**src/hw/rtl/hcr_pkg.sv**
```systemverilog
// ----------------------------------------------------------------------------
// hcr_pkg: shared types and constants of the height to color ramp
// palette colors, register indexes and the sideband flags of the divider
// ----------------------------------------------------------------------------
`default_nettype none

package hcr_pkg;

    // register index taken from paddr[2]
    localparam logic REG_HEIGHT_MIN = 1'b0;
    localparam logic REG_HEIGHT_MAX = 1'b1;

    localparam logic [23:0] RGB_WHITE = 24'hFFFFFF;

    // per-item flags that ride along the divider chain
    typedef struct packed {
        logic white;   // equal limits
        logic cool;    // below the midpoint of the range
        logic sat;     // magnitude one or more
    } flags_t;

    // palette lookup, warm or cool, index 0 (white) to 4 (last color)
    function automatic logic [23:0] palette_color(input logic cool, input logic [2:0] idx);
        logic [23:0] c;
        c = RGB_WHITE;
        if (cool) begin
            unique case (idx)
                3'd0:    c = 24'hFFFFFF;
                3'd1:    c = 24'h00FF00;
                3'd2:    c = 24'h00FFFF;
                3'd3:    c = 24'h0000FF;
                default: c = 24'h00008B;
            endcase
        end else begin
            unique case (idx)
                3'd0:    c = 24'hFFFFFF;
                3'd1:    c = 24'hFFFF00;
                3'd2:    c = 24'hFFA500;
                3'd3:    c = 24'hFF0000;
                default: c = 24'h8B00FF;
            endcase
        end
        return c;
    endfunction

endpackage

`default_nettype wire

```
**src/hw/rtl/hcr_prep.sv**
```systemverilog
// ----------------------------------------------------------------------------
// hcr_prep: normalization front end
// three registered stages: offsets, scaled numerator, magnitude and flags
// ----------------------------------------------------------------------------
`default_nettype none

module hcr_prep #(
    parameter int H = 16
) (
    input  wire logic                 aclk,
    input  wire logic                 aresetn,
    input  wire logic                 in_valid,
    output logic                      in_ready,
    input  wire logic [H-1:0]         height,
    input  wire logic [H-1:0]         height_min,
    input  wire logic [H-1:0]         height_max,
    output logic                      out_valid,
    input  wire logic                 out_ready,
    output logic [H-1:0]              out_rem,
    output logic [H-1:0]              out_div,
    output logic [1:0]                out_feed,
    output hcr_pkg::flags_t           out_flags
);

    logic v1_reg, v2_reg, v3_reg;
    logic r1, r2, r3;

    // stage 1 data
    logic [H:0] d1_reg, d1_next;
    logic [H:0] w1_reg, w1_next;

    // stage 2 data
    logic [H+4:0] num2_reg, num2_next;
    logic [H-1:0] aw2_reg, aw2_next;
    logic         wneg2_reg;
    logic         white2_reg;
    logic [H:0]   w_abs;

    // stage 3 data
    logic [H+3:0]    anum;
    logic [H+4:0]    num_neg;
    logic [H-1:0]    rem3_reg;
    logic [H-1:0]    div3_reg;
    logic [1:0]      feed3_reg;
    hcr_pkg::flags_t flags3_reg, flags3_next;

    // ready chain, a stage takes a beat when empty or draining
    assign r3       = !v3_reg || out_ready;
    assign r2       = !v2_reg || r3;
    assign r1       = !v1_reg || r2;
    assign in_ready = r1;

    always_ff @(posedge aclk) begin
        if (!aresetn) begin
            v1_reg <= 1'b0;
            v2_reg <= 1'b0;
            v3_reg <= 1'b0;
        end else begin
            if (r1) v1_reg <= in_valid;
            if (r2) v2_reg <= v1_reg;
            if (r3) v3_reg <= v2_reg;
        end
    end

    // offsets from the lower limit
    assign d1_next = {height[H-1], height} - {height_min[H-1], height_min};
    assign w1_next = {height_max[H-1], height_max} - {height_min[H-1], height_min};

    // numerator 8*d - 4*w and width magnitude
    assign num2_next = {d1_reg[H], d1_reg, 3'b000} - {w1_reg[H], w1_reg[H], w1_reg, 2'b00};
    assign w_abs     = w1_reg[H] ? ((~w1_reg) + {{H{1'b0}}, 1'b1}) : w1_reg;
    assign aw2_next  = w_abs[H-1:0];

    // numerator magnitude, palette side and saturation
    assign num_neg               = (~num2_reg) + {{(H+4){1'b0}}, 1'b1};
    assign anum                  = num2_reg[H+4] ? num_neg[H+3:0] : num2_reg[H+3:0];
    assign flags3_next.white     = white2_reg;
    assign flags3_next.cool      = (num2_reg != '0) && (num2_reg[H+4] != wneg2_reg);
    assign flags3_next.sat       = anum >= {2'b00, aw2_reg, 2'b00};

    always_ff @(posedge aclk) begin
        if (in_valid && r1) begin
            d1_reg <= d1_next;
            w1_reg <= w1_next;
        end
        if (v1_reg && r2) begin
            num2_reg   <= num2_next;
            aw2_reg    <= aw2_next;
            wneg2_reg  <= w1_reg[H];
            white2_reg <= (w1_reg == '0);
        end
        if (v2_reg && r3) begin
            rem3_reg   <= anum[H+1:2];
            feed3_reg  <= anum[1:0];
            div3_reg   <= aw2_reg;
            flags3_reg <= flags3_next;
        end
    end

    assign out_valid = v3_reg;
    assign out_rem   = rem3_reg;
    assign out_div   = div3_reg;
    assign out_feed  = feed3_reg;
    assign out_flags = flags3_reg;

endmodule

`default_nettype wire

```
**src/hw/rtl/hcr_div_cell.sv**
```systemverilog
// ----------------------------------------------------------------------------
// hcr_div_cell: one restoring division step
// shifts one numerator bit into the remainder and yields one quotient bit
// ----------------------------------------------------------------------------
`default_nettype none

module hcr_div_cell #(
    parameter int H = 16,
    parameter int Q = 10
) (
    input  wire logic                 aclk,
    input  wire logic                 aresetn,
    input  wire logic                 in_valid,
    output logic                      in_ready,
    input  wire logic [H-1:0]         in_rem,
    input  wire logic [H-1:0]         in_div,
    input  wire logic [1:0]           in_feed,
    input  wire logic [Q-1:0]         in_quo,
    input  wire hcr_pkg::flags_t      in_flags,
    output logic                      out_valid,
    input  wire logic                 out_ready,
    output logic [H-1:0]              out_rem,
    output logic [H-1:0]              out_div,
    output logic [1:0]                out_feed,
    output logic [Q-1:0]              out_quo,
    output hcr_pkg::flags_t           out_flags
);

    logic            valid_reg;
    logic [H-1:0]    rem_reg, rem_next;
    logic [H-1:0]    div_reg;
    logic [1:0]      feed_reg, feed_next;
    logic [Q-1:0]    quo_reg, quo_next;
    hcr_pkg::flags_t flags_reg;
    logic [H:0]      trial;
    logic [H:0]      diff;
    logic            ge;

    assign in_ready = !valid_reg || out_ready;

    // compare and subtract on the shifted remainder
    assign trial     = {in_rem, in_feed[1]};
    assign diff      = trial - {1'b0, in_div};
    assign ge        = trial >= {1'b0, in_div};
    assign rem_next  = ge ? diff[H-1:0] : trial[H-1:0];
    assign quo_next  = {in_quo[Q-2:0], ge};
    assign feed_next = {in_feed[0], 1'b0};

    always_ff @(posedge aclk) begin
        if (!aresetn) begin
            valid_reg <= 1'b0;
        end else if (in_ready) begin
            valid_reg <= in_valid;
        end
    end

    always_ff @(posedge aclk) begin
        if (in_valid && in_ready) begin
            rem_reg   <= rem_next;
            div_reg   <= in_div;
            feed_reg  <= feed_next;
            quo_reg   <= quo_next;
            flags_reg <= in_flags;
        end
    end

    assign out_valid = valid_reg;
    assign out_rem   = rem_reg;
    assign out_div   = div_reg;
    assign out_feed  = feed_reg;
    assign out_quo   = quo_reg;
    assign out_flags = flags_reg;

endmodule

`default_nettype wire

```
**src/hw/rtl/hcr_blend.sv**
```systemverilog
// ----------------------------------------------------------------------------
// hcr_blend: palette lookup and channel interpolation
// registered output stage that drives the result stream
// ----------------------------------------------------------------------------
`default_nettype none

module hcr_blend #(
    parameter int F = 8
) (
    input  wire logic                 aclk,
    input  wire logic                 aresetn,
    input  wire logic                 in_valid,
    output logic                      in_ready,
    input  wire logic [F+1:0]         in_quo,
    input  wire hcr_pkg::flags_t      in_flags,
    output logic                      out_valid,
    input  wire logic                 out_ready,
    output logic [23:0]               out_rgb
);

    localparam logic [F:0] ONE = (F+1)'(1) << F;

    logic         valid_reg;
    logic [23:0]  rgb_reg, rgb_next;
    logic [2:0]   seg;
    logic [F-1:0] frac;
    logic [F:0]   omf;
    logic [23:0]  c1, c2;
    logic [23:0]  mix;
    logic [F+8:0] sum [3];

    assign in_ready = !valid_reg || out_ready;

    // segment end colors
    assign seg  = {1'b0, in_quo[F+1:F]};
    assign frac = in_quo[F-1:0];
    assign omf  = ONE - {1'b0, frac};
    assign c1   = hcr_pkg::palette_color(in_flags.cool, seg);
    assign c2   = hcr_pkg::palette_color(in_flags.cool, seg + 3'd1);

    // per channel weighted blend, truncated
    always_comb begin
        for (int k = 0; k < 3; k++) begin
            sum[k] = (F+9)'(c1[8*k +: 8]) * (F+9)'(omf)
                   + (F+9)'(c2[8*k +: 8]) * (F+9)'(frac);
            mix[8*k +: 8] = sum[k][F +: 8];
        end
    end

    // special colors take precedence over the blend
    always_comb begin
        priority if (in_flags.white) begin
            rgb_next = hcr_pkg::RGB_WHITE;
        end else if (in_flags.sat) begin
            rgb_next = hcr_pkg::palette_color(in_flags.cool, 3'd4);
        end else begin
            rgb_next = mix;
        end
    end

    always_ff @(posedge aclk) begin
        if (!aresetn) begin
            valid_reg <= 1'b0;
        end else if (in_ready) begin
            valid_reg <= in_valid;
        end
    end

    always_ff @(posedge aclk) begin
        if (in_valid && in_ready) begin
            rgb_reg <= rgb_next;
        end
    end

    assign out_valid = valid_reg;
    assign out_rgb   = rgb_reg;

endmodule

`default_nettype wire

```
**src/hw/rtl/height_to_color_ramp_unit.sv**
```systemverilog
// ----------------------------------------------------------------------------
// height_to_color_ramp_unit: diverging piecewise-linear color map
// maps a signed height beat to a 24-bit rgb beat over configured limits
// ----------------------------------------------------------------------------
// One rgb beat leaves for every height beat, in order, and a new height beat
// is taken every clock cycle without backpressure. A beat passes three
// normalization stages, a chain of FRAC_BITS + 2 division cells that each
// produce one quotient bit of the magnitude, and one blend stage that is also
// the output register. Every stage holds its beat under backpressure and
// frees itself as soon as the stage after it moves, so bubbles in the chain
// are filled while a result waits at the output. Limits are written over the
// APB port at byte address 0 (minimum) and 4 (maximum); change them only
// while no beat is in flight. Equal limits give white.
`default_nettype none

module height_to_color_ramp_unit #(
    parameter int HEIGHT_BITS = 16,
    parameter int FRAC_BITS   = 8
) (
    input  wire logic                 aclk,
    input  wire logic                 aresetn,
    // height input stream
    input  wire logic                 s_axis_tvalid,
    output logic                      s_axis_tready,
    input  wire logic [((HEIGHT_BITS+7)/8)*8-1:0] s_axis_tdata,  // height
    // color output stream
    output logic                      m_axis_tvalid,
    input  wire logic                 m_axis_tready,
    output logic [23:0]               m_axis_tdata,  // rgb
    // register port
    input  wire logic                 psel,
    input  wire logic                 penable,
    input  wire logic                 pwrite,
    input  wire logic [2:0]           paddr,
    input  wire logic [31:0]          pwdata,
    output logic [31:0]               prdata,
    output logic                      pready
);

    localparam int H = HEIGHT_BITS;
    localparam int Q = FRAC_BITS + 2;

    logic [H-1:0] height_min_reg;
    logic [H-1:0] height_max_reg;
    logic         cfg_write;

    // chain links, index i feeds cell i
    logic            valid_w [Q+1];
    logic            ready_w [Q+1];
    logic [H-1:0]    rem_w   [Q+1];
    logic [H-1:0]    div_w   [Q+1];
    logic [1:0]      feed_w  [Q+1];
    logic [Q-1:0]    quo_w   [Q+1];
    hcr_pkg::flags_t flags_w [Q+1];

    // register writes and reads
    assign pready    = 1'b1;
    assign cfg_write = psel && penable && pwrite && pready;

    always_ff @(posedge aclk) begin
        if (!aresetn) begin
            height_min_reg <= '0;
            height_max_reg <= '0;
        end else if (cfg_write) begin
            unique case (paddr[2])
                hcr_pkg::REG_HEIGHT_MIN: height_min_reg <= pwdata[H-1:0];
                hcr_pkg::REG_HEIGHT_MAX: height_max_reg <= pwdata[H-1:0];
                default:                 height_min_reg <= height_min_reg;
            endcase
        end
    end

    always_comb begin
        unique case (paddr[2])
            hcr_pkg::REG_HEIGHT_MIN: prdata = 32'(height_min_reg);
            hcr_pkg::REG_HEIGHT_MAX: prdata = 32'(height_max_reg);
            default:                 prdata = '0;
        endcase
    end

    // normalization front end
    hcr_prep #(
        .H (H)
    ) u_prep (
        .aclk       (aclk),
        .aresetn    (aresetn),
        .in_valid   (s_axis_tvalid),
        .in_ready   (s_axis_tready),
        .height     (s_axis_tdata[H-1:0]),
        .height_min (height_min_reg),
        .height_max (height_max_reg),
        .out_valid  (valid_w[0]),
        .out_ready  (ready_w[0]),
        .out_rem    (rem_w[0]),
        .out_div    (div_w[0]),
        .out_feed   (feed_w[0]),
        .out_flags  (flags_w[0])
    );

    assign quo_w[0] = '0;

    // division chain, one quotient bit per cell
    for (genvar i = 0; i < Q; i++) begin : g_cell
        hcr_div_cell #(
            .H (H),
            .Q (Q)
        ) u_cell (
            .aclk      (aclk),
            .aresetn   (aresetn),
            .in_valid  (valid_w[i]),
            .in_ready  (ready_w[i]),
            .in_rem    (rem_w[i]),
            .in_div    (div_w[i]),
            .in_feed   (feed_w[i]),
            .in_quo    (quo_w[i]),
            .in_flags  (flags_w[i]),
            .out_valid (valid_w[i+1]),
            .out_ready (ready_w[i+1]),
            .out_rem   (rem_w[i+1]),
            .out_div   (div_w[i+1]),
            .out_feed  (feed_w[i+1]),
            .out_quo   (quo_w[i+1]),
            .out_flags (flags_w[i+1])
        );
    end

    // blend and output register
    hcr_blend #(
        .F (FRAC_BITS)
    ) u_blend (
        .aclk      (aclk),
        .aresetn   (aresetn),
        .in_valid  (valid_w[Q]),
        .in_ready  (ready_w[Q]),
        .in_quo    (quo_w[Q]),
        .in_flags  (flags_w[Q]),
        .out_valid (m_axis_tvalid),
        .out_ready (m_axis_tready),
        .out_rgb   (m_axis_tdata)
    );

`ifndef SYNTHESIS
    // an empty output stage must leave the whole chain open to input
    a_ready_when_drained: assert property (@(posedge aclk) disable iff (!aresetn)
        !m_axis_tvalid |-> s_axis_tready)
        else $error("input blocked with empty output stage");

    // the division leaves a remainder below the divisor
    a_rem_below_div: assert property (@(posedge aclk) disable iff (!aresetn)
        valid_w[Q] && !flags_w[Q].sat && !flags_w[Q].white |-> rem_w[Q] < div_w[Q])
        else $error("division remainder out of range");

    // equal limits come out white
    a_white_out: assert property (@(posedge aclk) disable iff (!aresetn)
        valid_w[Q] && ready_w[Q] && flags_w[Q].white |=> m_axis_tdata == hcr_pkg::RGB_WHITE)
        else $error("equal limits did not give white");

    // a beat entering the blend stage shows up at the output next cycle
    a_blend_load: assert property (@(posedge aclk) disable iff (!aresetn)
        valid_w[Q] && ready_w[Q] |=> m_axis_tvalid)
        else $error("blend stage lost a beat");
`endif

endmodule

`default_nettype wire

```
**config.mk**
```make
export PLATFORM = sky130hd
export DESIGN_NAME = height_to_color_ramp_unit
export DESIGN_NICKNAME = d
export VERILOG_FILES = /design/src/hw/rtl/hcr_pkg.sv /design/src/hw/rtl/hcr_prep.sv /design/src/hw/rtl/hcr_div_cell.sv /design/src/hw/rtl/hcr_blend.sv /design/src/hw/rtl/height_to_color_ramp_unit.sv
export SDC_FILE = /design/constraint.sdc
export NUM_CORES = 2
export LEC_CHECK = 0
export ABC_AREA = 0
export BUFFER_PORTS_ARGS = -buffer_cell sky130_fd_sc_hd__buf_4
export CORE_MARGIN = 2
export CORE_UTILIZATION = 25
export CTS_CLUSTER_DIAMETER = 60
export DETAILED_ROUTE_END_ITERATION = 7
export PLACE_DENSITY = 0.5
export SYNTH_ARGS = -nofsm -noshare
export SYNTH_HDL_FRONTEND = slang
export SYNTH_SLANG_ARGS = --single-unit
export TNS_END_PERCENT = 50
```
**constraint.sdc**
```tcl
create_clock -name aclk -period 7.4 [get_ports aclk]
set_input_delay 0.74 -clock aclk [delete_from_list [all_inputs] [get_ports aclk]]
set_output_delay 0.74 -clock aclk [all_outputs]
set_load 0.02 [all_outputs]
```
==> out/summary.txt <==
outcome: completed
YS warnings: 0
Num CTS Buffers: 71
Worst Hold Path Cells: 3
Non-Filler Instances: 6177
R2R setup slack: 180 ps
vias in the first global route: 27116
Worst-path clk slew: 60 ps
commonest register cell after synthesis: edfxtp_1
r2r worst-path depth: 24
layout cells sized above 1: 0.0987
aggregate global-route resource usage: 0.107
Slew Viols, Final: 0
period utilisation layout: 0.976
Pleak: 20.1 nW
Root Buffer: clkbuf_16
sequential-to-total area share from yosys stat: 0.392
# setup viols final: 0
initial antenna violation count: 4
Setup crit start: g_cell[9].u_cell.out_quo[8]
ys async rst share: 0
gr ovfl total: 0
Via density: 4.16
Simple-Gate Fraction of Synth Area: 0.0859
Post-Synth XOR/XNOR Area: 0.0473
Worst-Margin Slew: 1150 ps
syn_area_per_cell: 10.8 um^2
post-place setup slack: -47.9 ps
Yosys cell types: 75
Final min period: 7220 ps
Final Util: 0.291
post-DP HPWL: 72200 um
DRC violations left: 0
total clock sinks: 547
Post-DRT Antenna Nets: 0
cell count after synthesis: 3756
FF+latch count, synth: 547
die height: 408 um
Hold Path End: height_min_reg[15]
HP Start: pwdata[15]
routed len/inst: 14.2 um
routed via count: 25689
Setup WS post-layout: 180 ps
TritonCTS clock tree: built
most frequent cells in the layout: inv_1, edfxtp_1, ha_1
area grow syn2layout: 15.8%
Achievable Freq: 138 MHz
CP startpoint kind: flip-flop
power consumption: 7.62 mW
Post-Synth Adder-Cell Area: 0.270
critical path type: flip-flop to flip-flop
CTS max path bufs: 3
Synth Area in Compound Gates: 0.100
largest family of logic cells by synthesized area: adder cells
crit path DAT: 7550 ps
FILL cells: 16827
max_cap viols: 0
slew margin rel.: 0.228
pwr dens: 162 nW/um^2
drt total wl: 87600 um
first-pass GRT wire length: 143000 um
clk_lat worst skew: 660 ps
Placed Cells: 6048
Die X: 408 um
most common cell after layout, fill and taps aside: inv_1
H-Tree Depth: 3
Hold Fails Final Rpt: 0
Critical Path End Type: flip-flop
DRT iter0 DRCs: 1003
worst-path fanout max: 4
FP Rows: 148
Synth area leaders: edfxtp_1, fa_1, ha_1
drt pass-1 iters: 5
Post-synth EDFFs: 501
Cell Area, Synth: 40700 um^2
Clock Skew: 36.5 ps
Reg2Reg Capture Point: u_blend.out_rgb[23]
post-synth top area share: 0.369
Max IR drop VDD: 0.148 mV
port buffer count: 81
reg2reg start: g_cell[9].u_cell.out_quo[8]
Req. time, crit path: 7730 ps
pin count of the biggest net entering global routing: 47
top cell type by total area after synthesis: edfxtp_1
nets: 4709
core area: 162000 um^2
IO Pins: 117
hold crit path type: input pin to flip-flop
gpl congestion: 0.855
mux share of post-synthesis cell area: 0.0276
Post-CTS Hold Fix Bufs: 0
die area: 166000 um^2
TNS Setup: 0 ps
Initial Util: 0.251
==> critical path, cell delays in order (launching register included) <==
cell	delay (ps)
edfxtp_1	490
ha_4	220
or2_4	250
or4_4	590
nand2_4	120
inv_4	40
fa_1	490
fa_1	510
inv_2	40
fa_1	490
inv_2	40
fa_1	480
fa_1	500
inv_2	40
fa_1	490
inv_1	40
ha_2	180
or4_4	540
a211oi_4	210
nor3_2	90
a221o_1	370
o31a_1	340
a21oi_2	140
xnor2_1	120
o21ai_1	70
==> report_power, final <==
part	internal, mW	switching (mW)
Clock	2.08	1.38
Combinational	0.285	0.354
Sequential	3.46	0.0542
Total	5.83	1.79
==> what timing repair did <==
item,CTS,global route
endpoints found under the setup margin,3,13
gates resized for setup,2,54
cloned,0,0
pin swaps,0,31
setup buffers,0,2
==> Yosys cell counts (8+ instances only) <==
master,n
a31oi_1,24
o41ai_1,8
ha_1,409
a21o_1,60
o21bai_1,13
o21a_1,67
a21boi_0,45
mux2i_1,19
o21ai_0,124
nor2_1,214
inv_1,746
a21oi_1,165
nand3_1,25
buf_4,17
nor4_1,17
nand2b_1,42
nand2_1,215
fa_1,294
edfxtp_1,501
o31a_1,15
nand4_1,33
nor2b_1,59
xnor2_1,169
buf_2,8
mux2_2,50
clkbuf_1,39
xor2_1,51
mux2_1,33
o21ai_1,20
a211o_1,12
o31ai_1,18
nor3_1,34
and3_1,14
or3_1,17
dfxtp_1,46
a211oi_1,11
or4_1,8
and2_1,27
o211ai_1,8
==> layer usage <==
layer / share of wire / vias to the layer above / global-route usage / routed length [um]
li1: - / 13030 / - / -
met1: 0.44 / 12220 / 0.131 / 38600
met2: 0.50 / 319 / 0.189 / 43600
met3: 0.035 / 118 / 0.0202 / 3060
met4: 0.027 / 2 / 0.0309 / 2370
met5: 0.00015 / - / 0 / 13
==> final cells by class <==
type | instances | area, um^2 | share of cell area
diodes | 1 | 2.50 | 0.0000530
clock buffers | 85 | 1880 | 0.0399
clock inverters | 41 | 505 | 0.0107
inverters | 747 | 2810 | 0.0595
multi-input cells | 2412 | 22000 | 0.467
flip-flops and latches | 547 | 16000 | 0.338
well taps | 2175 | 2720 | 0.0577
repair buffers | 169 | 1270 | 0.0270
==> kinds of logic after synthesis <==
kind of cell	count (synthesis)
simple gates	732
fa+ha+maj	703
buf+inv	812
compound gates	638
mux	102
xor+xnor	220
flops	547
other cells	2
==> metrics by stage <==
stage | area [um^2] | hold slack, ps
after floorplan | 40800 | 400
after global placement | 44600 | 404
after detailed placement | 44600 | 405
after CTS | 47000 | 292
after global routing | 47200 | 321
final | 47200 | 349
==> how the worst max path moves through the flow <==
stage	to	slack, ps	cells after the start
finish	u_blend.out_rgb[23]	180	24
CTS	u_blend.out_rgb[15]	3	24
floorplan	u_blend.out_rgb[23]	230	26
global placement	u_blend.out_rgb[15]	-10	24
detailed placement	u_blend.out_rgb[23]	-50	25
global route	u_blend.out_rgb[13]	-50	29
Note: power is estimated with default switching activity, not from simulation.
